==> src/hw/rtl/l3dt_pkg.sv <==
// Package for the 3D LUT color grader with shaper.
// Holds sizes, command and register codes, and the structs shared by all modules.
package l3dt_pkg;

  localparam int PIX_W              = 24;
  localparam int FRAC_BITS          = 16;
  localparam int SHAPER_SCALE_FRAC  = 8;
  localparam int SHAPER_ENTRIES_MAX = 4096;
  localparam int SHAPER_AW          = $clog2(SHAPER_ENTRIES_MAX);
  localparam int SHAPER_LANES       = 3;
  localparam int CUBE_POINTS_MAX    = 33;
  localparam int CUBE_DEPTH         = CUBE_POINTS_MAX * CUBE_POINTS_MAX * CUBE_POINTS_MAX;
  localparam int CUBE_AW            = $clog2(CUBE_DEPTH);
  localparam int PTS_W              = 6;
  localparam int TIDX_W             = 16;
  localparam int CFG_IDX_W          = 3;
  localparam int CFG_DATA_W         = 60;

  localparam logic [FRAC_BITS:0] FX_ONE = {1'b1, {FRAC_BITS{1'b0}}};

  typedef enum logic [1:0] {
    CMD_PIXEL     = 2'd0,
    CMD_CUBE_WR   = 2'd1,
    CMD_SHAPER_WR = 2'd2
  } cmd_e;

  typedef enum logic [1:0] {
    KIND_PIXEL,
    KIND_CUBE_WR,
    KIND_SHAPER_WR
  } kind_e;

  localparam logic [CFG_IDX_W-1:0] REG_LUT_SIZE     = 3'd0;
  localparam logic [CFG_IDX_W-1:0] REG_SHAPER_SIZE  = 3'd1;
  localparam logic [CFG_IDX_W-1:0] REG_DSCALE_RED   = 3'd2;
  localparam logic [CFG_IDX_W-1:0] REG_DSCALE_GREEN = 3'd3;
  localparam logic [CFG_IDX_W-1:0] REG_DSCALE_BLUE  = 3'd4;
  localparam logic [CFG_IDX_W-1:0] REG_SHAPER_MIN   = 3'd5;
  localparam logic [CFG_IDX_W-1:0] REG_SHAPER_SCALE = 3'd6;

  typedef logic [2:0][PIX_W-1:0] pix3_t;

  typedef struct packed {
    logic [PTS_W-1:0]  lut_size;
    logic [12:0]       shaper_size;
    logic [2:0][23:0]  dscale;
    logic [59:0]       smin;
    logic [59:0]       sscale;
  } cfg_t;

  typedef struct packed {
    kind_e              kind;
    pix3_t              pix;
    logic [PIX_W-1:0]   alpha;
    logic [TIDX_W-1:0]  tidx;
    logic [1:0]         ch;
    pix3_t              entry;
    logic [PIX_W-1:0]   shval;
  } item_t;

endpackage

==> src/hw/rtl/l3dt_queue.sv <==
// Two-entry request queue between the front end and the processing pipeline.
// Depends on l3dt_pkg.
module l3dt_queue import l3dt_pkg::*; (
  input  logic  clk_i,
  input  logic  rst_ni,
  input  logic  push_i,
  input  item_t item_i,
  input  logic  pop_i,
  output logic  valid_o,
  output item_t item_o,
  output logic  full_o
);

  item_t      buf_q [2];
  logic       wptr_q, wptr_d;
  logic       rptr_q, rptr_d;
  logic [1:0] cnt_q, cnt_d;
  logic       do_pop;

  assign valid_o = cnt_q != 2'd0;
  assign full_o  = cnt_q == 2'd2;
  assign item_o  = buf_q[rptr_q];
  assign do_pop  = pop_i && valid_o;

  always_comb begin
    wptr_d = push_i ? ~wptr_q : wptr_q;
    rptr_d = do_pop ? ~rptr_q : rptr_q;
    cnt_d  = cnt_q + 2'(push_i) - 2'(do_pop);
  end

  always_ff @(posedge clk_i or negedge rst_ni) begin
    if (!rst_ni) begin
      wptr_q <= 1'b0;
      rptr_q <= 1'b0;
      cnt_q  <= 2'd0;
    end else begin
      wptr_q <= wptr_d;
      rptr_q <= rptr_d;
      cnt_q  <= cnt_d;
    end
  end

  always_ff @(posedge clk_i) begin
    if (push_i) begin
      buf_q[wptr_q] <= item_i;
    end
  end

endmodule

==> config.mk <==
export PLATFORM = sky130hd
export DESIGN_NAME = l3dt_queue
export DESIGN_NICKNAME = d
export VERILOG_FILES = /design/src/hw/rtl/l3dt_pkg.sv /design/src/hw/rtl/l3dt_queue.sv
export SDC_FILE = /design/constraint.sdc
export NUM_CORES = 1
export LEC_CHECK = 0
export BUFFER_PORTS_ARGS = -buffer_cell sky130_fd_sc_hd__buf_2
export CAP_MARGIN = 20
export CELL_PAD_IN_SITES_DETAIL_PLACEMENT = 0
export CELL_PAD_IN_SITES_GLOBAL_PLACEMENT = 1
export CORE_UTILIZATION = 40
export DETAILED_ROUTE_END_ITERATION = 7
export PLACE_DENSITY_LB_ADDON = 0.1
export SKIP_CTS_REPAIR_TIMING = 1
export SLEW_MARGIN = 10
export SYNTH_ARGS = -nofsm -noshare
export SYNTH_HDL_FRONTEND = slang
export SYNTH_SLANG_ARGS = --single-unit
export TNS_END_PERCENT = 20
==> constraint.sdc <==
create_clock -name clk_i -period 10.77 [get_ports clk_i]
set_input_delay 1.077 -clock clk_i [delete_from_list [all_inputs] [get_ports clk_i]]
set_output_delay 1.077 -clock clk_i [all_outputs]
set_load 0.01 [all_outputs]
Yosys cells after proc, flatten, opt, wreduce, memory -nomap -nowiden
Memories as Yosys holds them, arrays and structs flattened.
Cells that the tools add are included.
Word-level totals
  output and inout port bits: 214
  RAM bits: 424
  register bits: 4
  word-level logic and storage cells: 13
  input bits: 216
  memories kept: 1
Memories
  buf_q: words 2, width 212, rd ports 1, clocked after Yosys merged registers in 0, write ports 1, line l3dt_queue.sv:14  | item_t buf_q [2];
Cells by class
  add/sub/neg operators: 2
  reductions and logical operators: 2
  bitwise gates (word level): 2
  eq/ne operators: 1
  mux-type cells: 2
Operators by type and width (count)
  adder 2 x 1 -> 2 bit: 1
  equality test 2 bit (second input constant): 1
  two-way mux 1 bit: 2
  NOT 1 bit: 2
  nonzero test 2 bit: 1
  subtractor 2 x 1 -> 2 bit: 1
  logical AND 1 bit: 1

Logic depth before layout (Yosys ltp)
Gate-level depths: netlist (run 1).
  depth after elaboration: 3
  gate-level depth with buffers: 6
  mapped depth without buffers: 6

Least setup slack after synthesis (run 1)
Ideal clock, no wire load.
  path kind: input -> register
  from: input port push_i
  to: memory buf_q[0][0] (netlist bit), enable pin
  data required time: 9.957 ns
  slack: -0.256 ns
  path buffers: 0
  stages: 1
  data arrival time: 10.213 ns
  cells stage by stage: nor2b_1
On the way
  word-level cells in the longest chain between the ends: 2
RTL lines
  start: declaration: line l3dt_queue.sv:6  | input logic push_i,
  two-way mux 1 bit: line l3dt_queue.sv:44  | if (push_i) begin
  two-way mux 1 bit (not written as such): line l3dt_queue.sv:45  | buf_q[wptr_q] <= item_i;
  end: declaration: line l3dt_queue.sv:14
Every way passes these cells.

==> reports/qor.yml, run 1 <==
global_routing:
  grt_pass1_vias: 8057
  grt_pass1_wl_um: 48550
  grt_max_degree: 127
  antenna_found_initial: 11
  grt_overflow: 0
  grt_usage: 0.1594
setup_path:
  crit_chain: "buf_4 > mux2_2 > buf_2"
  crit_arrival_ns: 2.90
  worstRegToRegCells: 3
  worstSetupPathType: "register to output pin"
  cp_num_buf_inv: 2
  critPathTopFamily: "buffers and inverters"
  cp-end-kind: "output pin"
  worst-r2r-setup-slack_ns: 7.62
  reg2reg_to: "buf_q[0][93]$_DFFE_PP_"
  critPathMaxFanout: 54
  required_ns: 9.69
  cp_slowest_cell: "buf_4"
  slowest_delay_ns: 0.85
  r2r-start: "wptr_q$_DFFE_PN0P_"
  start_kind: "register"
clock_network:
  cts_tree: "built"
  clk_latency_ns: 0.56
  clockBufferDepth: 3
  clkTransAtPathRegs_ns: 0.06
  clock-sinks: 428
  cts_buffers: 45
  htreeDepth: 2
  cts_root_buf: "clkbuf_16"
sta:
  rsz0062_at_grt: "false"
  fmax_ghz: 0.2512
  timing.final.crit_share: 0.3696
  tightest_slew_ns: 1.137
  setup_viol: 0
  tns_ns: 0
  maxSlewViolCount: 0
  finalHoldViolCount: 0
  min_period_ns: 3.980
  relSlewSlack: 0.2421
  final.setup_skew_ns: 0.01302
synth:
  yosys_warnings: 0
  synth_area_mm2: 0.01620
  postSynthCellCount: 677
  yosysSeqAreaShare: 0.7920
  synth_area_leaders: "edfxtp_1 (79%), mux2_4 (16%), mux2_2 (2.9%)"
  synth_top_area_frac: 0.7858
  synth_cell_type_count: 14
  syn_nets: 895
  syn_avg_cell_area_um2: 23.93
  ys_ff_latch: 428
  synth_top_cell_by_area: "edfxtp_1"
flow_run:
  cap_violations: 0
die:
  start_util: 0.4069
  die_x_um: 203.3
  core-area_mm2: 0.03982
  dieArea_mm2: 0.04132
  io_pins: 430
  die_h_um: 203.3
  row_count: 73
finish:
  final_util: 0.5073
  instances_no_fill: 1698
  area_growth_pct: 24.68
  drive_above_1_share: 0.6067
  mostFrequentLayoutCells: "buf_2 (429), edfxtp_1 (424), mux2_4 (170)"
  final_common_cell: "buf_2"
  fin_nets: 1355
power:
  pwr-share-clk: 0.263
  power.total_uw: 5418
  p_seq_frac: 0.427
  sw_frac_of_total: 0.2854
  combPwrFrac: 0.310
  internal_power_uw: 3872
  p_leak_uw: 0.008023
  p_switching_uw: 1546
  vdd_ir_drop_max_mv: 0.2419
  power_density_mw_per_mm2: 268.2
drt:
  wl_um: 33840
  num_vias: 7887
  remaining_drc_errors: 0
  routedWlPerCell_um: 19.93
  drtIter0Drc: 323
  first_pass_iters: 4
  viasPerCell: 4.645
  ant_nets: 0
placement:
  gp_congestion: 0.7238
  place_inst: 1615
  dp_hpwl_um: 22130
  io_buffers: 429
status:
  status: "finished clean"
hold_path:
  worstHoldPathType: "input port to asynchronous set/reset pin"
## metrics by stage
step                      hold WS [ns]  instance area (um2)  worst slack, ns
after detailed placement        0.5420                18850            6.761
after global routing            0.2996                20190            6.642
after global placement          0.5298                18850            6.738
after floorplan                 0.4731                16210            3.734
final                           0.3270                20200            6.790
after CTS                       0.2881                20190            6.720
## worst max path at each step
stage / to / cells past startpoint / startpoint / slack, ns
after floorplan: buf_q[0][0]$_DFFE_PP_ / 1 / push_i / 3.73
after global placement: buf_q[0][119]$_DFFE_PP_ / 4 / push_i / 6.74
after detailed placement: buf_q[0][119]$_DFFE_PP_ / 4 / push_i / 6.76
after CTS: item_o[29] / 3 / rptr_q$_DFFE_PN0P_ / 6.72
after global routing: item_o[25] / 3 / rptr_q$_DFFE_PN0P_ / 6.64
final: item_o[0] / 3 / rptr_q$_DFFE_PN0P_ / 6.79
## registers in the layout (all words and copies together), names as in the netlist
register  flops
buf_q       424
cnt_q         2
rptr_q        1
wptr_q        1
## layout make-up
class | count | area (um2)
multi-input combinational | 223 | 3128
inverter | 2 | 7.507
antenna | 6 | 15.01
tap | 525 | 656.9
clock inverter | 23 | 178.9
sequential | 428 | 12840
clock buffer | 54 | 1160
timing repair buffer | 437 | 2220
fill | 3398 | 19620
## power by group through the flow
stage	Clock (uW)	Combinational (uW)	Sequential, uW
global placement	0	1720	2340
finish	1430	1680	2310
floorplan	0	1180	2370
global route	1530	1790	2350
CTS	1470	1710	2320
detailed placement	0	1700	2350
## layer usage
metal  GRT usage  wire (um)  vias up
met3     0.07095       3466       67
li1            -          -     3633
met4     0.06955       1009        8
met2      0.2523      15900      290
met5           0         54        -
met1      0.1873      13410     3889
## synth_stat cells
| cell type | n |
|---|---|
| nor2b_1 | 2 |
| mux2_4 | 170 |
| edfxtp_1 | 424 |
| or2_2 | 1 |
| buf_2 | 4 |
| o21a_1 | 1 |
| inv_1 | 2 |
| and2_1 | 1 |
| mux2_2 | 42 |
| buf_6 | 20 |
| ha_1 | 2 |
| xnor2_1 | 2 |
| xor2_1 | 2 |
| dfrtp_1 | 4 |
## kinds of logic (layout without fill, tap and decap cells)
group,Yosys count,count (layout),synth area share
adders and majority gates,2,2,0.001544
and+or+nand+nor,4,4,0.001545
xor gates and xnor gates,4,4,0.002163
muxes,212,212,0.1867
AOI/OAI and AO/OA,1,1,0.0004635
other,0,6,0
DFF,428,428,0.7920
buffers and inverters,26,516,0.01560
Note: power is estimated with default switching activity, not from simulation.
==> run 2, diff against run 1 <==
- CORE_UTILIZATION: 40 -> 45
- clock period: 10.77 -> 3.7 ns (I/O delays scaled with it)
==> reports/qor.yml, run 2 (synthesized netlist as in run 1, its figures left out) <==
status:
  status: "finished clean"
power:
  combPwrFrac: 0.313
  internal_power_uw: 11300
  p_seq_frac: 0.428
  vdd_ir_drop_max_mv: 0.4822
  pwr-share-clk: 0.259
  p_leak_uw: 0.008460
  p_switching_uw: 4487
  sw_frac_of_total: 0.2842
  power_density_mw_per_mm2: 746.9
hold_path:
  worstHoldPathType: "input port to register"
  min_to: "buf_q[0][37]$_DFFE_PP_"
  holdPathStages: 1
  hold_start: "item_i[37]"
die:
  start_util: 0.4566
  die_h_um: 191.8
  die_x_um: 191.8
  dieArea_mm2: 0.03677
  row_count: 69
  io_pins: 430
  core-area_mm2: 0.03548
drt:
  num_vias: 8169
  first_pass_iters: 4
  remaining_drc_errors: 0
  wl_um: 33290
  drtIter0Drc: 388
  viasPerCell: 4.714
  routedWlPerCell_um: 19.21
  ant_nets: 0
sta:
  rsz0062_at_grt: "false"
  fmax_ghz: 0.3525
  relSlewSlack: 0.1772
  final.setup_skew_ns: 0.009756
  maxSlewViolCount: 0
  tightest_slew_ns: 1.234
  tns_ns: 0
  setup_viol: 0
  finalHoldViolCount: 0
  timing.final.crit_share: 0.7666
  min_period_ns: 2.837
placement:
  dp_hpwl_um: 22010
  io_buffers: 429
  place_inst: 1556
  gp_congestion: 0.7376
setup_path:
  reg2reg_to: "buf_q[0][200]$_DFFE_PP_"
  cp-end-kind: "output pin"
  critPathMaxFanout: 39
  crit_arrival_ns: 2.47
  required_ns: 3.33
  startpoint: "rptr_q$_DFFE_PN0P_"
  worst-r2r-setup-slack_ns: 1.79
  r2r-start: "wptr_q$_DFFE_PN0P_"
  worstSetupPathType: "register to output pin"
  worstRegToRegCells: 2
  start_kind: "register"
global_routing:
  grt_usage: 0.1727
  grt_pass1_wl_um: 46530
  antenna_found_initial: 10
  grt_overflow: 0
  grt_pass1_vias: 7895
  grt_max_degree: 172
finish:
  fin_nets: 1452
  instances_no_fill: 1733
  top_register: "buf_q"
  drive_above_1_share: 0.5627
  area_growth_pct: 30.47
  mostFrequentLayoutCells: "buf_2 (429), edfxtp_1 (424), mux2_4 (170)"
  final_common_cell: "buf_2"
  final_util: 0.5958
  largest_reg_flops: 424
  reg_top3: "buf_q: 424 flops, cnt_q: 2 flops"
clock_network:
  cts_buffers: 45
  clkTransAtPathRegs_ns: 0.06
  clk_latency_ns: 0.55
  cts_root_buf: "clkbuf_16"
  htreeDepth: 2
  clockBufferDepth: 3
  clock-sinks: 428
  cts_tree: "built"
flow_run:
  cap_violations: 0
run 2: metrics by stage:
step / total power (uW) / hold slack [ns] / setup slack, ns / area (um2)
CTS: 15940 / -0.3999 / 0.8288 / 20210
detailed placement: 11830 / 0.1852 / 1.419 / 18870
global placement: 11810 / 0.1809 / 1.445 / 18870
finish: 15790 / 0.01041 / 0.8634 / 21140
global route: 16530 / 0.0002638 / 0.7719 / 21140
floorplan: 10220 / 0.07441 / -0.2930 / 16210
run 2: final cells by class:
type | count | area, um2
inverter | 2 | 7.507
sequential | 428 | 12840
fill | 2742 | 14340
clock buffer | 57 | 1214
antenna | 5 | 12.51
multi-input combinational | 223 | 3128
timing repair buffer | 534 | 3241
clock inverter | 23 | 125.1
tap | 461 | 576.8
run 2: critical path: stages (launching register included):
cell	delay [ns]
dfrtp_4	0.91
buf_4	0.44
mux2_2	0.40
buf_2	0.15
run 2: how the worst max path moves through the flow:
stage	to	slack (ns)	cells past startpoint
finish	item_o[10]	0.86	3
global route	item_o[10]	0.77	3
CTS	item_o[10]	0.83	3
detailed placement	item_o[10]	1.42	3
global placement	item_o[211]	1.44	3
floorplan	buf_q[0][0]$_DFFE_PP_	-0.29	1
run 2: layer usage:
metal,share of wire,vias up,GRT usage
met1,0.38,3995,0.1986
li1,-,3835,-
met4,0.018,10,0.05037
met2,0.50,282,0.2895
met3,0.10,47,0.07692
met5,0.0019,-,0
run 2: power by group through the flow:
stage,Clock (uW),Combinational [uW],Sequential (uW)
final,4080,4940,6760
after global routing,4370,5310,6850
after CTS,4190,4980,6770
after detailed placement,0,4960,6870
after global placement,0,4970,6830
after floorplan,0,3440,6780
==> run 3, diff against run 2 <==
- ABC_AREA: unset -> 1
- CORE_UTILIZATION: 45 -> 42
- clock period: 3.7 -> 2.9 ns (I/O delays scaled with it)
==> reports/qor.yml, run 3 <==
status:
  status: "finished with violations"
  violations: "hold timing"
global_routing:
  grt_usage: 0.1907
  antenna_found_initial: 6
  grt_pass1_vias: 9686
  grt_max_degree: 214
  grt_overflow: 0
  grt_pass1_wl_um: 54330
sta:
  fmax_ghz: 0.3544
  timing.final.crit_share: 0.9729
  final.setup_skew_ns: 0.01109
  holdWs_ns: -0.005201
  finalHoldViolCount: 1
  tightest_slew_ns: 1.398
  rsz0062_at_grt: "false"
  setup_viol: 0
  relSlewSlack: 0.06823
  min_period_ns: 2.821
  maxSlewViolCount: 0
finish:
  reg_top3: "buf_q: 424 flops, cnt_q: 2 flops"
  largest_reg_flops: 424
  final_area_mm2: 0.02173
  top_register: "buf_q"
  final_common_cell: "nand2_1"
  instances_no_fill: 2296
  drive_above_1_share: 0.2737
  fin_nets: 2009
  final_util: 0.5923
  n_fill_cell: 2999
  area_growth_pct: 38.38
  mostFrequentLayoutCells: "nand2_1 (645), buf_2 (429), edfxtp_1 (424)"
drt:
  drtIter0Drc: 574
  viasPerCell: 4.585
  wl_um: 38190
  first_pass_iters: 4
  num_vias: 10530
  ant_nets: 0
  remaining_drc_errors: 0
  routedWlPerCell_um: 16.63
die:
  row_count: 70
  dieArea_mm2: 0.03817
  start_util: 0.4280
  die_h_um: 195.4
  die_x_um: 195.4
  io_pins: 430
  core-area_mm2: 0.03670
placement:
  gp_congestion: 0.7544
  io_buffers: 429
  post_dp_cell_area_mm2: 0.01826
  dp_hpwl_um: 22960
  place_inst: 1997
synth:
  synth_top_area_frac: 0.8106
  synth_area_mm2: 0.01571
  synth_commonest_cells: "nand2_1 (646), edfxtp_1 (424), buf_2 (22)"
  synth_top_cell_by_area: "edfxtp_1"
  syn_avg_cell_area_um2: 13.81
  yosysSeqAreaShare: 0.8170
  synth_top_flop_cell: "edfxtp_1"
  synth_area_leaders: "edfxtp_1 (81%), nand2_1 (15%), buf_6 (1.4%)"
  syn_nets: 1355
  ys_ff_latch: 428
  postSynthCellCount: 1137
  async_flop_share: 0.009346
  synth_cell_type_count: 13
  yosys_warnings: 0
  synth.most_common_cell: "nand2_1"
  synth_edf_count: 424
clock_network:
  clock-sinks: 428
  cts_root_buf: "clkbuf_16"
  clockBufferDepth: 3
  cts_tree: "built"
  clk_latency_ns: 0.55
  clkTransAtPathRegs_ns: 0.06
  htreeDepth: 2
  cts_buffers: 46
power:
  p_leak_uw: 0.009328
  power_density_mw_per_mm2: 922.6
  vdd_ir_drop_max_mv: 0.7336
setup_path:
  critPathMaxFanout: 213
  start_kind: "register"
  required_ns: 2.61
  crit_arrival_ns: 2.53
  worst-r2r-setup-slack_ns: 1.32
  cp-end-kind: "output pin"
  worstSetupPathType: "register to output pin"
hold_path:
  worstHoldPathType: "input port to register"
flow_run:
  cap_violations: 0
run 3: cell count changes after synthesis, moves of 2 or more:
| cell | previous run | this run |
|---|---|---|
| nand2_1 | 0 | 646 |
| mux2_2 | 42 | 0 |
| mux2_4 | 170 | 0 |
| clkbuf_1 | 0 | 2 |
| buf_2 | 4 | 22 |
| nor2b_1 | 2 | 0 |
| inv_1 | 2 | 8 |
| nor2_1 | 0 | 2 |
| xnor2_1 | 2 | 0 |
| buf_4 | 0 | 4 |
| nand3_1 | 0 | 2 |
run 3: cell families (layout without fill, tap and decap cells):
kind of cell | after synthesis | after routing | synth area share
xor+xnor | 1 | 1 | 0.0005577
fa+ha+maj | 2 | 2 | 0.001593
buf+inv | 56 | 742 | 0.02533
flops | 428 | 428 | 0.8170
other cells | 0 | 5 | 0
simple gates | 650 | 650 | 0.1555
run 3: cell type report:
cell class / instances / area [um2] / share of cell area
Antenna cell: 5 / 12.51 / 0.0005757
Timing Repair Buffer: 653 / 4452 / 0.2048
Tap cell: 468 / 585.6 / 0.02694
Multi-Input combinational cell: 653 / 2486 / 0.1144
Sequential cell: 428 / 12840 / 0.5906
Inverter: 9 / 42.54 / 0.001957
Clock buffer: 62 / 1232 / 0.05670
Clock inverter: 18 / 87.58 / 0.004030
run 3: final timing paths:
check,start,endpoint,depth (start not counted)
hold reg to reg,wptr_q$_DFFE_PN0P_,wptr_q$_DFFE_PN0P_,1
setup reg to reg,wptr_q$_DFFE_PN0P_,buf_q[1][81]$_DFFE_PP_,3
hold / removal,pop_i,rptr_q$_DFFE_PN0P_,3
min in group asynchronous,rst_ni,cnt_q[1]$_DFF_PN0_,2
max in group asynchronous,rst_ni,rptr_q$_DFFE_PN0P_,2
setup / recovery,rptr_q$_DFFE_PN0P_,item_o[38],4
run 3: per-layer routing:
layer,global-route usage,wire length [um],vias to the layer above
met2,0.3011,18640,369
met3,0.07478,3263,61
li1,-,-,5161
met1,0.2300,15270,4935
met4,0.08953,999,2
met5,0,13,-
run 3: power by group:
| group | leakage [uW] | switching, uW | total, uW | internal, uW |
|---|---|---|---|---|
| Clock | 0.000641 | 2230 | 5200 | 2960 |
| Combinational | 0.00466 | 4240 | 6380 | 2140 |
| Sequential | 0.00403 | 263 | 8470 | 8210 |
run 3: stage by stage:
step / hold WS [ns] / setup slack (ns) / total power [uW] / TNS [ns]
final: -0.005201 / 0.07857 / 20050 / 0
after global routing: 0.002619 / 0.1559 / 21230 / 0
after CTS: -0.5074 / 0.2247 / 20100 / 0
after detailed placement: 0.1073 / 0.8407 / 14860 / 0
after global placement: 0.1117 / 0.8371 / 14830 / 0
after floorplan: -0.005591 / -1.148 / 12380 / -474.67
run 3: worst max-delay path, cell delays in order, from the launching register on:
cell	delay, ns
dfrtp_4	0.45
buf_12	0.52
nand2_1	0.22
nand2_1	0.14
buf_2	0.13
