<file path="config.mk">
export PLATFORM = sky130hd
export DESIGN_NAME = l3dt_front
export DESIGN_NICKNAME = d
export VERILOG_FILES = /design/src/hw/rtl/l3dt_pkg.sv /design/src/hw/rtl/l3dt_front.sv
export SDC_FILE = /design/constraint.sdc
export NUM_CORES = 1
export LEC_CHECK = 0
export BUFFER_PORTS_ARGS = -buffer_cell sky130_fd_sc_hd__buf_2
export CORE_AREA = 4 4 162 164
export DETAILED_ROUTE_END_ITERATION = 8
export DIE_AREA = 0 0 166 168
export PLACE_DENSITY_LB_ADDON = 0.08
export SYNTH_ARGS = -nofsm -noshare
export SYNTH_HDL_FRONTEND = slang
export SYNTH_SLANG_ARGS = --single-unit
</file>
<file path="constraint.sdc">
create_clock -name vclk -period 2.85
set_clock_uncertainty 0.1 [all_clocks]
set_input_delay 0.57 -clock vclk [all_inputs]
set_output_delay 0.57 -clock vclk [all_outputs]
set_load 0.005 [all_outputs]
</file>
<file path="src/hw/rtl/l3dt_pkg.sv">
// Package for the 3D LUT color grader with shaper.
// Holds sizes, command and register codes, and the structs shared by all modules.
package l3dt_pkg;

  localparam int PIX_W              = 24;
  localparam int FRAC_BITS          = 16;
  localparam int SHAPER_SCALE_FRAC  = 8;
  localparam int SHAPER_ENTRIES_MAX = 4096;
  localparam int SHAPER_AW          = $clog2(SHAPER_ENTRIES_MAX);
  localparam int SHAPER_LANES       = 3;
  localparam int CUBE_POINTS_MAX    = 33;
  localparam int CUBE_DEPTH         = CUBE_POINTS_MAX * CUBE_POINTS_MAX * CUBE_POINTS_MAX;
  localparam int CUBE_AW            = $clog2(CUBE_DEPTH);
  localparam int PTS_W              = 6;
  localparam int TIDX_W             = 16;
  localparam int CFG_IDX_W          = 3;
  localparam int CFG_DATA_W         = 60;

  localparam logic [FRAC_BITS:0] FX_ONE = {1'b1, {FRAC_BITS{1'b0}}};

  typedef enum logic [1:0] {
    CMD_PIXEL     = 2'd0,
    CMD_CUBE_WR   = 2'd1,
    CMD_SHAPER_WR = 2'd2
  } cmd_e;

  typedef enum logic [1:0] {
    KIND_PIXEL,
    KIND_CUBE_WR,
    KIND_SHAPER_WR
  } kind_e;

  localparam logic [CFG_IDX_W-1:0] REG_LUT_SIZE     = 3'd0;
  localparam logic [CFG_IDX_W-1:0] REG_SHAPER_SIZE  = 3'd1;
  localparam logic [CFG_IDX_W-1:0] REG_DSCALE_RED   = 3'd2;
  localparam logic [CFG_IDX_W-1:0] REG_DSCALE_GREEN = 3'd3;
  localparam logic [CFG_IDX_W-1:0] REG_DSCALE_BLUE  = 3'd4;
  localparam logic [CFG_IDX_W-1:0] REG_SHAPER_MIN   = 3'd5;
  localparam logic [CFG_IDX_W-1:0] REG_SHAPER_SCALE = 3'd6;

  typedef logic [2:0][PIX_W-1:0] pix3_t;

  typedef struct packed {
    logic [PTS_W-1:0]  lut_size;
    logic [12:0]       shaper_size;
    logic [2:0][23:0]  dscale;
    logic [59:0]       smin;
    logic [59:0]       sscale;
  } cfg_t;

  typedef struct packed {
    kind_e              kind;
    pix3_t              pix;
    logic [PIX_W-1:0]   alpha;
    logic [TIDX_W-1:0]  tidx;
    logic [1:0]         ch;
    pix3_t              entry;
    logic [PIX_W-1:0]   shval;
  } item_t;

endpackage

</file>
<file path="src/hw/rtl/l3dt_front.sv">
// Front end: classifies incoming requests and drops the ones that do nothing.
// Depends on l3dt_pkg.
module l3dt_front import l3dt_pkg::*; (
  input  logic              in_valid_i,
  input  logic [1:0]        command_i,
  input  logic [PIX_W-1:0]  red_i,
  input  logic [PIX_W-1:0]  green_i,
  input  logic [PIX_W-1:0]  blue_i,
  input  logic [PIX_W-1:0]  alpha_i,
  input  logic [TIDX_W-1:0] table_index_i,
  input  logic [1:0]        shaper_channel_i,
  input  logic [PIX_W-1:0]  entry_red_i,
  input  logic [PIX_W-1:0]  entry_green_i,
  input  logic [PIX_W-1:0]  entry_blue_i,
  input  logic [PIX_W-1:0]  shaper_value_i,
  input  logic              full_i,
  output logic              in_stall_o,
  output logic              push_o,
  output item_t             item_o
);

  logic keep;

  always_comb begin
    keep = 1'b0;
    item_o.kind = KIND_PIXEL;
    case (cmd_e'(command_i))
      CMD_PIXEL: begin
        keep = 1'b1;
      end
      CMD_CUBE_WR: begin
        item_o.kind = KIND_CUBE_WR;
        keep = 32'(table_index_i) < CUBE_DEPTH;
      end
      CMD_SHAPER_WR: begin
        item_o.kind = KIND_SHAPER_WR;
        keep = (32'(shaper_channel_i) < SHAPER_LANES) &&
               (32'(table_index_i) < SHAPER_ENTRIES_MAX);
      end
      default: begin
        keep = 1'b0;
      end
    endcase
    item_o.pix   = {blue_i, green_i, red_i};
    item_o.alpha = alpha_i;
    item_o.tidx  = table_index_i;
    item_o.ch    = shaper_channel_i;
    item_o.entry = {entry_blue_i, entry_green_i, entry_red_i};
    item_o.shval = shaper_value_i;
  end

  assign in_stall_o = full_i;
  assign push_o     = in_valid_i && !full_i && keep;

endmodule

</file>
* Word-level counts from Yosys, hierarchy flattened
Index checks and enable logic that the tools add are counted.
** Cells by class
- Magnitude comparators :: 3
- Multiplexer cells :: 2
- Reduce and logical (&&, ||, !) cells :: 5
- Equal/unequal tests :: 2
** Operator list (count)
- 16-bit by 13-bit < comparator with 1-bit output (second input constant) :: 1
- 16-bit < comparator (second input constant) :: 1
- 2-bit case mux with 2 select lines :: 1
- 1-bit logical AND :: 3
- 1-bit case mux with 3 select lines :: 1
- 2-bit by 1-bit == test with 1-bit output (second input constant) :: 1
- 2-bit == test (second input constant) :: 1
- 2-bit logical NOT :: 1
- 2-bit < comparator (second input constant) :: 1
- 1-bit logical NOT :: 1
** Word-level totals
- Output and inout bits :: 214
- Input port bits :: 214
- Word-level logic and storage cells :: 12
- Register bits :: 0

* Longest topological paths before layout
Gate-level depths: netlist of the first run.
- Word-level depth :: 4
- Mapped depth :: 4
- Mapped depth without buffers :: 4

* Worst setup path after synthesis of the first run
OpenSTA, ideal clock, no wires.
- Path kind :: in2out
- From :: input table_index_i[3]
- To :: output push_o
- Path slack :: 788 ps
- Cell stages on the path :: 4
- Data required time :: 2180 ps
- Arrival :: 1392 ps
- Path buffers :: 0
- Cells stage by stage :: or4_4 nor3_2 nor3_1 o21ai_1
** Between the ends
- Word-level cells in the longest chain between the ends :: 4
- Elaborated cells between the ends (all ways) :: 5
- Those cells by class :: 2 x order compare; 1 x mux; 2 x reduce/logical
** RTL lines
- start, declared :: RTL line l3dt_front.sv:10 : input logic [TIDX_W-1:0] table_index_i,
- 16-bit by 13-bit < comparator with 1-bit output :: RTL line l3dt_front.sv:38 : (32'(table_index_i) < SHAPER_ENTRIES_MAX);
- 1-bit logical AND :: RTL line l3dt_front.sv:37 : keep = (32'(shaper_channel_i) < SHAPER_LANES) &&
- 1-bit case mux with 3 select lines * :: RTL line l3dt_front.sv:27 : case (cmd_e'(command_i))
- 1-bit logical AND * :: RTL line l3dt_front.sv:53 : assign push_o = in_valid_i && !full_i && keep;
- end, declared :: RTL line l3dt_front.sv:18 : output logic push_o,
Every way passes the cells marked *; elsewhere a longest branch is shown, timed or not.

* Worst setup path in the final report of the first run
- From :: input table_index_i[13]
- To :: output push_o
The elaborated chain is that of the path after synthesis.

==> results.sh, run 1 <==
export IMPL_holdPathStages=0
export IMPL_rows=58
export IMPL_fillers=2968
export IMPL_synth_mux_area_share_pct=0
export IMPL_path_class="in2out"
export IMPL_nFlopsAndLatches=0
export IMPL_synth_compound_gate_area_share_pct=2.36
export IMPL_path_cells="buf_2 -> nor3_2 -> a21boi_1 -> or3b_2 -> o21ai_1 -> buf_2"
export IMPL_yosysTopAreaCell="buf_4"
export IMPL_slowest_delay_ns=0.46
export IMPL_max_slew_margin_pct=83.3
export IMPL_yosys_area_top_type_share_pct=93.3
export IMPL_portBuffers=44
export IMPL_nets=276
export IMPL_grtUsageTotal_pct=2.73
export IMPL_antenna_found_initial=0
export IMPL_drcViolationCount=0
export IMPL_ys_seq_area_share_pct=0
export IMPL_ir_worst_vdd_v=0.0000157
export IMPL_post_route_period_util_pct=86.5
export IMPL_drv_cap=0
export IMPL_synth_simple_gate_area_share_pct=4.13
export IMPL_drt_total_wl_mm=4.45
export IMPL_dieWidth_um=166
export IMPL_dp_slack_ns=0.345
export IMPL_syn_area_per_cell_um2=7.48
export IMPL_gp_congestion=0.644
export IMPL_multi_input_area_um2=110
export IMPL_crit_top_cell="buf_2"
export IMPL_postPlaceCellArea_um2=747
export IMPL_cts_hold_buffers=0
export IMPL_min_from="alpha_i[5]"
export IMPL_netlist_top_cells_area="buf_4, nor3_2, nor2b_1, o2111ai_1, or4_4"
export IMPL_final_area_um2=747
export IMPL_synth_area_mm2=0.00170
export IMPL_post_cts_setup_buffers=0
export IMPL_synth_adder_area_share_pct=0
export IMPL_synth_most_common_cell="buf_4"
export IMPL_hold_class="in2out"
export IMPL_die_h_um=168
export IMPL_slowest_stage="or3b_2"
export IMPL_core_mm2=0.0249
export IMPL_synthCells=227
export IMPL_leakagePower_uw=0.000208
export IMPL_critPathCaptureType="output pin"
export IMPL_via_count=602
export IMPL_drtIter0Drc=1
export IMPL_power_density_mw_per_mm2=67.8
export IMPL_clkbuf_count=0
export IMPL_timing_final_ws_setup_ns=0.386
export IMPL_max_freq_mhz=406
export IMPL_layout_drive_gt1_share_pct=80.0
export IMPL_synth_xor_area_share_pct=0
export IMPL_synth_common_cells="buf_4, nor2b_1, a21oi_1, nor3_2, o2111ai_1"
export IMPL_hold_end="item_o[119]"
export IMPL_hold_viol_final=0
export IMPL_setup_viol=0
export IMPL_synth_top_family_by_area="buffers and inverters"
export IMPL_grt_ovfl_total=0
export IMPL_worst_slew_pin_slew_ns=0.249
export IMPL_worst_path_max_fanout=3
export IMPL_start_util_pct=6.82
export IMPL_syn_nets=441
export IMPL_finalCriticalPeriod_ns=2.46
export IMPL_final_util_pct=3.00
export IMPL_io_pins=428
export IMPL_slew_viol_final=0
export IMPL_status="complete, no violations"
export IMPL_yosys_warnings=0
export IMPL_crit_path_start_kind="primary input"
export IMPL_tns_ns=0
export IMPL_avgViaCountPerCell=1.54
export IMPL_synth_distinct_cells=12
export IMPL_dr_pass1_iters=2
export IMPL_grt_max_degree=6
export IMPL_wire_per_inst_um=11.4
export IMPL_syn_to_final_growth_pct=-56.0
export IMPL_grt_pass1_vias=648
export IMPL_final_antenna_net_count=0
export IMPL_n_antenna_cell=0
export IMPL_die_area_mm2=0.0279
export IMPL_cts_resized=0
export IMPL_regArea_um2=0
export IMPL_arrival_ns=1.79
export IMPL_grt_pass1_wl_mm=5.36
export IMPL_cp_required_ns=2.18
export IMPL_rsz0062_at_grt="no"
==> where the power goes <==
part	total, µW	switching (µW)	internal (µW)	leakage [µW]
clock	0	0	0	0
sequential	0	0	0	0
combinational	50.6	25.4	25.2	0.000208
==> worst max-delay path, delay by kind of cell <==
kind	cells	cell delay, ns
buf+inv	2	0.27
simple gates	2	0.72
compound gates	2	0.24
==> metal layers <==
metal | vias to the layer above | part of all wire [%] | GRT usage (%)
li1 | 153 | - | -
met4 | 0 | 18 | 4.84
met5 | - | 0 | 0
met3 | 96 | 18 | 1.39
met1 | 220 | 9.1 | 0.581
met2 | 133 | 54 | 5.68
==> cell usage in the layout (no fill, tap or decap) <==
cell,count
inv_1,1
nor3_1,1
nor3_2,2
nand4_1,1
buf_2,44
or4_4,1
o2111ai_1,2
a21oi_1,2
nor2b_1,3
or3b_2,1
a21boi_1,1
o21ai_1,1
==> cell families (layout without fill, tap and decap cells) <==
| logic type | count (synthesis) | in the layout |
|---|---|---|
| buffers and inverters | 212 | 45 |
| and+or+nand+nor | 9 | 9 |
| AOI/OAI and AO/OA | 6 | 6 |
==> metrics by stage <==
stage	total power (µW)	instances	hold slack, ns
floorplan	247	227	1.07
global placement	55.5	390	1.04
detailed placement	53.1	390	1.04
CTS	53.3	390	1.04
global route	55.9	390	1.04
finish	50.6	390	1.04
==> area by class of cell <==
type                            count  area share (%)
Inverter                            1           0.503
Tap cell                          330            55.3
Multi-Input combinational cell     15            14.7
Timing Repair Buffer               44            29.5
==> how the worst max path moves through the flow <==
| stage | from | to | slack [ns] | cells past startpoint |
|---|---|---|---|---|
| global route | table_index_i[13] | push_o | 0.30 | 6 |
| finish | table_index_i[13] | push_o | 0.39 | 6 |
| floorplan | table_index_i[3] | push_o | 0.79 | 4 |
| CTS | table_index_i[13] | push_o | 0.34 | 6 |
| detailed placement | table_index_i[13] | push_o | 0.35 | 6 |
| global placement | table_index_i[13] | push_o | 0.32 | 6 |
Power figures use the tool's default switching activity.
==> inputs of run 2 (changes only) <==
--- a/config.mk
+++ b/config.mk
@@ -7,7 +7,9 @@
 export LEC_CHECK = 0
 export BUFFER_PORTS_ARGS = -buffer_cell sky130_fd_sc_hd__buf_2
-export CORE_AREA = 4 4 162 164
+export CELL_PAD_IN_SITES_DETAIL_PLACEMENT = 1
+export CELL_PAD_IN_SITES_GLOBAL_PLACEMENT = 2
+export CORE_AREA = 4 4 166 168
 export DETAILED_ROUTE_END_ITERATION = 8
-export DIE_AREA = 0 0 166 168
+export DIE_AREA = 0 0 170 172
 export PLACE_DENSITY_LB_ADDON = 0.08
 export SYNTH_ARGS = -nofsm -noshare
==> constraint.sdc (replaced) <==
create_clock -name vclk -period 2.85
set_clock_uncertainty 0.1 [all_clocks]
set_input_delay 0.4275 -clock vclk [all_inputs]
set_output_delay 0.4275 -clock vclk [all_outputs]
set_load 0.005 [all_outputs]
==> run 2 against run 1 <==
Compared with the run above:
- global-route usage is 0.24 points lower
- first-iteration DRC count increased to 4.0 times the previous value
- sequential share of layout area unchanged
- via count shrank 2.7%
==> results.sh, run 2 (synthesis gave the netlist of run 1 again) <==
export IMPL_status="complete, no violations"
export IMPL_cts_resized=0
export IMPL_slowest_delay_ns=0.45
export IMPL_grt_ovfl_total=0
export IMPL_grt_max_degree=6
export IMPL_max_freq_mhz=455
export IMPL_core_mm2=0.0259
export IMPL_io_pins=428
export IMPL_drt_total_wl_mm=4.40
export IMPL_hold_viol_final=0
export IMPL_die_area_mm2=0.0292
export IMPL_fillers=3115
export IMPL_slowest_stage="or3b_2"
export IMPL_ir_worst_vdd_v=0.0000112
export IMPL_setup_viol=0
export IMPL_crit_path_start_kind="primary input"
export IMPL_post_cts_setup_buffers=0
export IMPL_start_util_pct=6.55
export IMPL_slew_viol_final=0
export IMPL_endpoint="push_o"
export IMPL_max_slew_margin_pct=74.4
export IMPL_layout_commonest_cell="buf_2"
export IMPL_crit_buf_inv=2
export IMPL_tns_ns=0
export IMPL_drv_cap=0
export IMPL_nFlopsAndLatches=0
export IMPL_clkbuf_count=0
export IMPL_cts_hold_buffers=0
export IMPL_timing_final_ws_setup_ns=0.651
export IMPL_cp_required_ns=2.32
export IMPL_dp_slack_ns=0.642
export IMPL_n_antenna_cell=0
export IMPL_hold_class="in2out"
export IMPL_wire_per_inst_um=11.1
export IMPL_gp_congestion=0.584
export IMPL_worst_slew_pin_slew_ns=0.382
export IMPL_rows=59
export IMPL_antenna_found_initial=0
export IMPL_path_class="in2out"
export IMPL_grtUsageTotal_pct=2.49
export IMPL_die_h_um=172
export IMPL_final_antenna_net_count=0
export IMPL_via_count=586
export IMPL_post_route_period_util_pct=77.2
export IMPL_arrival_ns=1.67
export IMPL_startpoint="table_index_i[13]"
export IMPL_mostFrequentLayoutCells="buf_2, nor2b_1, a21oi_1, nor3_2, o2111ai_1"
export IMPL_regArea_um2=0
export IMPL_holdPathStages=0
export IMPL_dr_pass1_iters=3
export IMPL_crit_top_cell="buf_2"
export IMPL_dp_hpwl_mm=3.91
export IMPL_avgViaCountPerCell=1.48
export IMPL_syn_to_final_growth_pct=-55.6
export IMPL_rsz0062_at_grt="no"
export IMPL_critPathCaptureType="output pin"
export IMPL_layout_drive_gt1_share_pct=80.0
export IMPL_cp_depth=6
export IMPL_grt_pass1_vias=669
export IMPL_finalCriticalPeriod_ns=2.20
export IMPL_dieWidth_um=170
export IMPL_drcViolationCount=0
export IMPL_power_density_mw_per_mm2=70.0
export IMPL_critPathTopFamily="simple AND/OR/NAND/NOR gates"
export IMPL_drtIter0Drc=4
export IMPL_portBuffers=44
export IMPL_path_cells="buf_2 -> nor3_2 -> a21boi_1 -> or3b_2 -> o21ai_1 -> buf_2"
export IMPL_grt_pass1_wl_mm=5.20
export IMPL_nets=276
export IMPL_worst_path_max_fanout=3
export IMPL_leakagePower_uw=0.000208
## run 2: final cells by class
class                           count  area [µm²]  share of cell area (%)
Multi-Input combinational cell     15         110                    14.6
Tap cell                          335         419                    55.6
Inverter                            1        3.75                   0.498
Timing Repair Buffer               44         220                    29.2
## run 2: per-layer routing
| layer | global-route usage [%] | wire length, µm | vias up |
|---|---|---|---|
| met1 | 1.20 | 839 | 223 |
| met4 | 4.13 | 728 | 0 |
| met3 | 1.42 | 891 | 82 |
| li1 | - | - | 154 |
| met2 | 4.37 | 1940 | 127 |
| met5 | 0 | 0 | - |
## run 2: how the worst min path moves through the flow
| stage | startpoint | end |
|---|---|---|
| after global routing | alpha_i[2] | item_o[116] |
| after global placement | shaper_value_i[0] | item_o[0] |
| after detailed placement | shaper_value_i[0] | item_o[0] |
| after floorplan | command_i[0] | item_o[211] |
| after CTS | shaper_value_i[0] | item_o[0] |
| final | alpha_i[2] | item_o[116] |
## run 2: report_power, final
group | internal [µW] | switching [µW] | total (µW)
combinational | 25.3 | 27.4 | 52.7
sequential | 0 | 0 | 0
clock | 0 | 0 | 0
total | 25.3 | 27.4 | 52.7
## run 2: metrics by stage
| stage | total power [µW] | hold slack, ns | std cells | area (µm²) | util (%) |
|---|---|---|---|---|---|
| floorplan | 247 | 0.785 | 227 | 1700 | - |
| global placement | 58.7 | 0.755 | 395 | 753 | 2.91 |
| detailed placement | 55.9 | 0.755 | 395 | 753 | 2.91 |
| CTS | 56.0 | 0.755 | 395 | 753 | 2.91 |
| global route | 59.4 | 0.755 | 395 | 753 | 2.91 |
| finish | 52.7 | 0.755 | 395 | 753 | 2.91 |
==> inputs of run 3 (changes only) <==
ABC_AREA = 1   (was not set)
CORE_AREA = 4 4 167 169   (was 4 4 166 168)
DIE_AREA = 0 0 171 173   (was 0 0 170 172)
clock period = 2.3 ns   (was 2.85 ns; I/O delays follow)
==> run 3 against run 2 <==
Compared with the run above:
- first-iteration DRC count grew to 3.0 times the previous value
- combinational power rose by 35%
- global-route usage grew 0.60 points
- routed wire length is 22% higher
- critical path depth grew 2
- non-clock buffer count is the same
- utilization is essentially flat
- sequential share of layout area did not move
- clock-buffer cell count unchanged
- worst hold slack got worse by 0.16 ns
- final cell count is 5.1% higher
- final area grew 3.3%
- critical endpoint unchanged
==> results.sh, run 3 <==
export IMPL_status="complete, no violations"
export IMPL_mostFrequentLayoutCells="buf_2, nor2_1, nand2_1, inv_1, nand3_1"
export IMPL_grt_pass1_vias=698
export IMPL_wire_per_inst_um=12.9
export IMPL_die_h_um=173
export IMPL_rows=60
export IMPL_synth_distinct_cells=9
export IMPL_tns_ns=0
export IMPL_post_route_period_util_pct=72.3
export IMPL_arrival_ns=1.22
export IMPL_drtIter0Drc=12
export IMPL_setup_viol=0
export IMPL_drv_cap=0
export IMPL_hold_class="in2out"
export IMPL_grt_pass1_wl_mm=6.33
export IMPL_drcViolationCount=0
export IMPL_yosysTopAreaCell="buf_4"
export IMPL_portBuffers=44
export IMPL_grtUsageTotal_pct=3.09
export IMPL_power_frac_comb_pct=100.0
export IMPL_final_antenna_net_count=0
export IMPL_slowest_delay_ns=0.24
export IMPL_p_clk_share_pct=0
export IMPL_layout_drive_gt1_share_pct=62.2
export IMPL_synth_common_cells="buf_4, nor2_1, nand2_1"
export IMPL_drt_total_wl_mm=5.37
export IMPL_cts_hold_buffers=0
export IMPL_synth_most_common_cell="buf_4"
export IMPL_path_class="in2out"
export IMPL_crit_buf_inv=3
export IMPL_syn_area_per_cell_um2=7.12
export IMPL_path_cells="buf_2 -> nor2_1 -> inv_1 -> nor2_1 -> nand3_1 -> nand2_1 -> a21oi_2 -> buf_2"
export IMPL_p_switching_uw=38.7
export IMPL_ir_worst_vdd_v=0.00000580
export IMPL_syn_to_final_growth_pct=-54.6
export IMPL_max_slew_margin_pct=81.4
export IMPL_dp_hpwl_mm=4.96
export IMPL_synthCells=241
export IMPL_antenna_found_initial=0
export IMPL_die_area_mm2=0.0296
export IMPL_finalCriticalPeriod_ns=1.66
export IMPL_multi_input_area_um2=109
export IMPL_critPathCaptureType="output pin"
export IMPL_critPathTopFamily="simple AND/OR/NAND/NOR gates"
export IMPL_yosys_warnings=0
export IMPL_dr_pass1_iters=4
export IMPL_regArea_um2=0
export IMPL_max_freq_mhz=601
export IMPL_leakagePower_uw=0.000250
export IMPL_startpoint="table_index_i[9]"
export IMPL_via_count=614
export IMPL_nFlopsAndLatches=0
export IMPL_p_int_uw=32.2
export IMPL_grt_max_degree=4
export IMPL_rsz0062_at_grt="no"
export IMPL_hold_viol_final=0
export IMPL_gp_congestion=0.532
export IMPL_min_from="alpha_i[23]"
export IMPL_nets=290
export IMPL_ys_seq_area_share_pct=0
export IMPL_power_density_mw_per_mm2=91.1
export IMPL_fillers=3234
export IMPL_synth_area_mm2=0.00172
export IMPL_avgViaCountPerCell=1.48
export IMPL_start_util_pct=6.45
export IMPL_netlist_top_cells_area="buf_4, nor2_1, nand2_1, inv_1, nand3_1"
export IMPL_cp_required_ns=1.86
export IMPL_slew_viol_final=0
export IMPL_slowest_stage="nor2_1"
export IMPL_io_pins=428
export IMPL_cts_resized=0
export IMPL_n_antenna_cell=0
export IMPL_post_cts_setup_buffers=0
export IMPL_worst_path_max_fanout=2
export IMPL_power_frac_seq_pct=0
export IMPL_worst_slew_pin_slew_ns=0.279
export IMPL_p_total_uw=70.9
export IMPL_dieWidth_um=171
export IMPL_yosys_area_top_type_share_pct=92.3
export IMPL_core_mm2=0.0266
export IMPL_syn_nets=455
export IMPL_switching_share_pct=54.6
export IMPL_crit_path_start_kind="primary input"
export IMPL_grt_ovfl_total=0
export IMPL_clkbuf_count=0
export IMPL_layout_commonest_cell="buf_2"
export IMPL_fin_hold_ws_ns=0.590
-- run 3: changes by cell type after synthesis, moves of 2 or more --
cell and delta:
o21bai_1 +2, nand3_1 +3, o2111ai_1 -2, inv_1 +4
nor3_2 -2, nor2_1 +10, nor2b_1 -3, nand2_1 +6
-- run 3: path summary, 6_finish.rpt --
check,endpoint,slack [ns],cells past startpoint
worst min-delay path,item_o[137],0.59,0
worst max-delay path,push_o,0.64,8
-- run 3: logic make-up (layout without fill, tap and decap cells) --
family | count (synthesis) | in the layout | share of synthesized area [%]
simple gates | 19 | 19 | 4.38
compound gates | 5 | 5 | 1.97
buf+inv | 217 | 50 | 93.7
-- run 3: routing by layer --
metal | GRT usage, % | wire (µm) | up-vias | part of all wire, %
met3 | 1.81 | 1020 | 90 | 19
met4 | 3.66 | 707 | 0 | 13
met5 | 0 | 0 | - | 0
met1 | 1.58 | 1010 | 216 | 19
met2 | 5.84 | 2630 | 126 | 49
li1 | - | - | 182 | -
-- run 3: layout make-up --
cell class | instances | share of cell area (%)
Inverter | 6 | 2.89
Tap cell | 341 | 54.8
Timing Repair Buffer | 44 | 28.3
Multi-Input combinational cell | 24 | 14.0
-- run 3: per-stage QoR --
step / std cells / setup slack (ns) / utilization, % / area (µm²)
finish: 415 / 0.637 / 2.93 / 778
global route: 415 / 0.505 / 2.93 / 778
CTS: 415 / 0.584 / 2.93 / 778
detailed placement: 415 / 0.585 / 2.93 / 778
global placement: 415 / 0.530 / 2.93 / 778
floorplan: 241 / 1.02 / - / 1720
-- run 3: power by group through the flow --
stage / Sequential (µW) / Combinational [µW] / Clock [µW]
floorplan: 0 / 311 / 0
global placement: 0 / 77.2 / 0
detailed placement: 0 / 74.7 / 0
CTS: 0 / 74.9 / 0
global route: 0 / 80.0 / 0
finish: 0 / 70.9 / 0
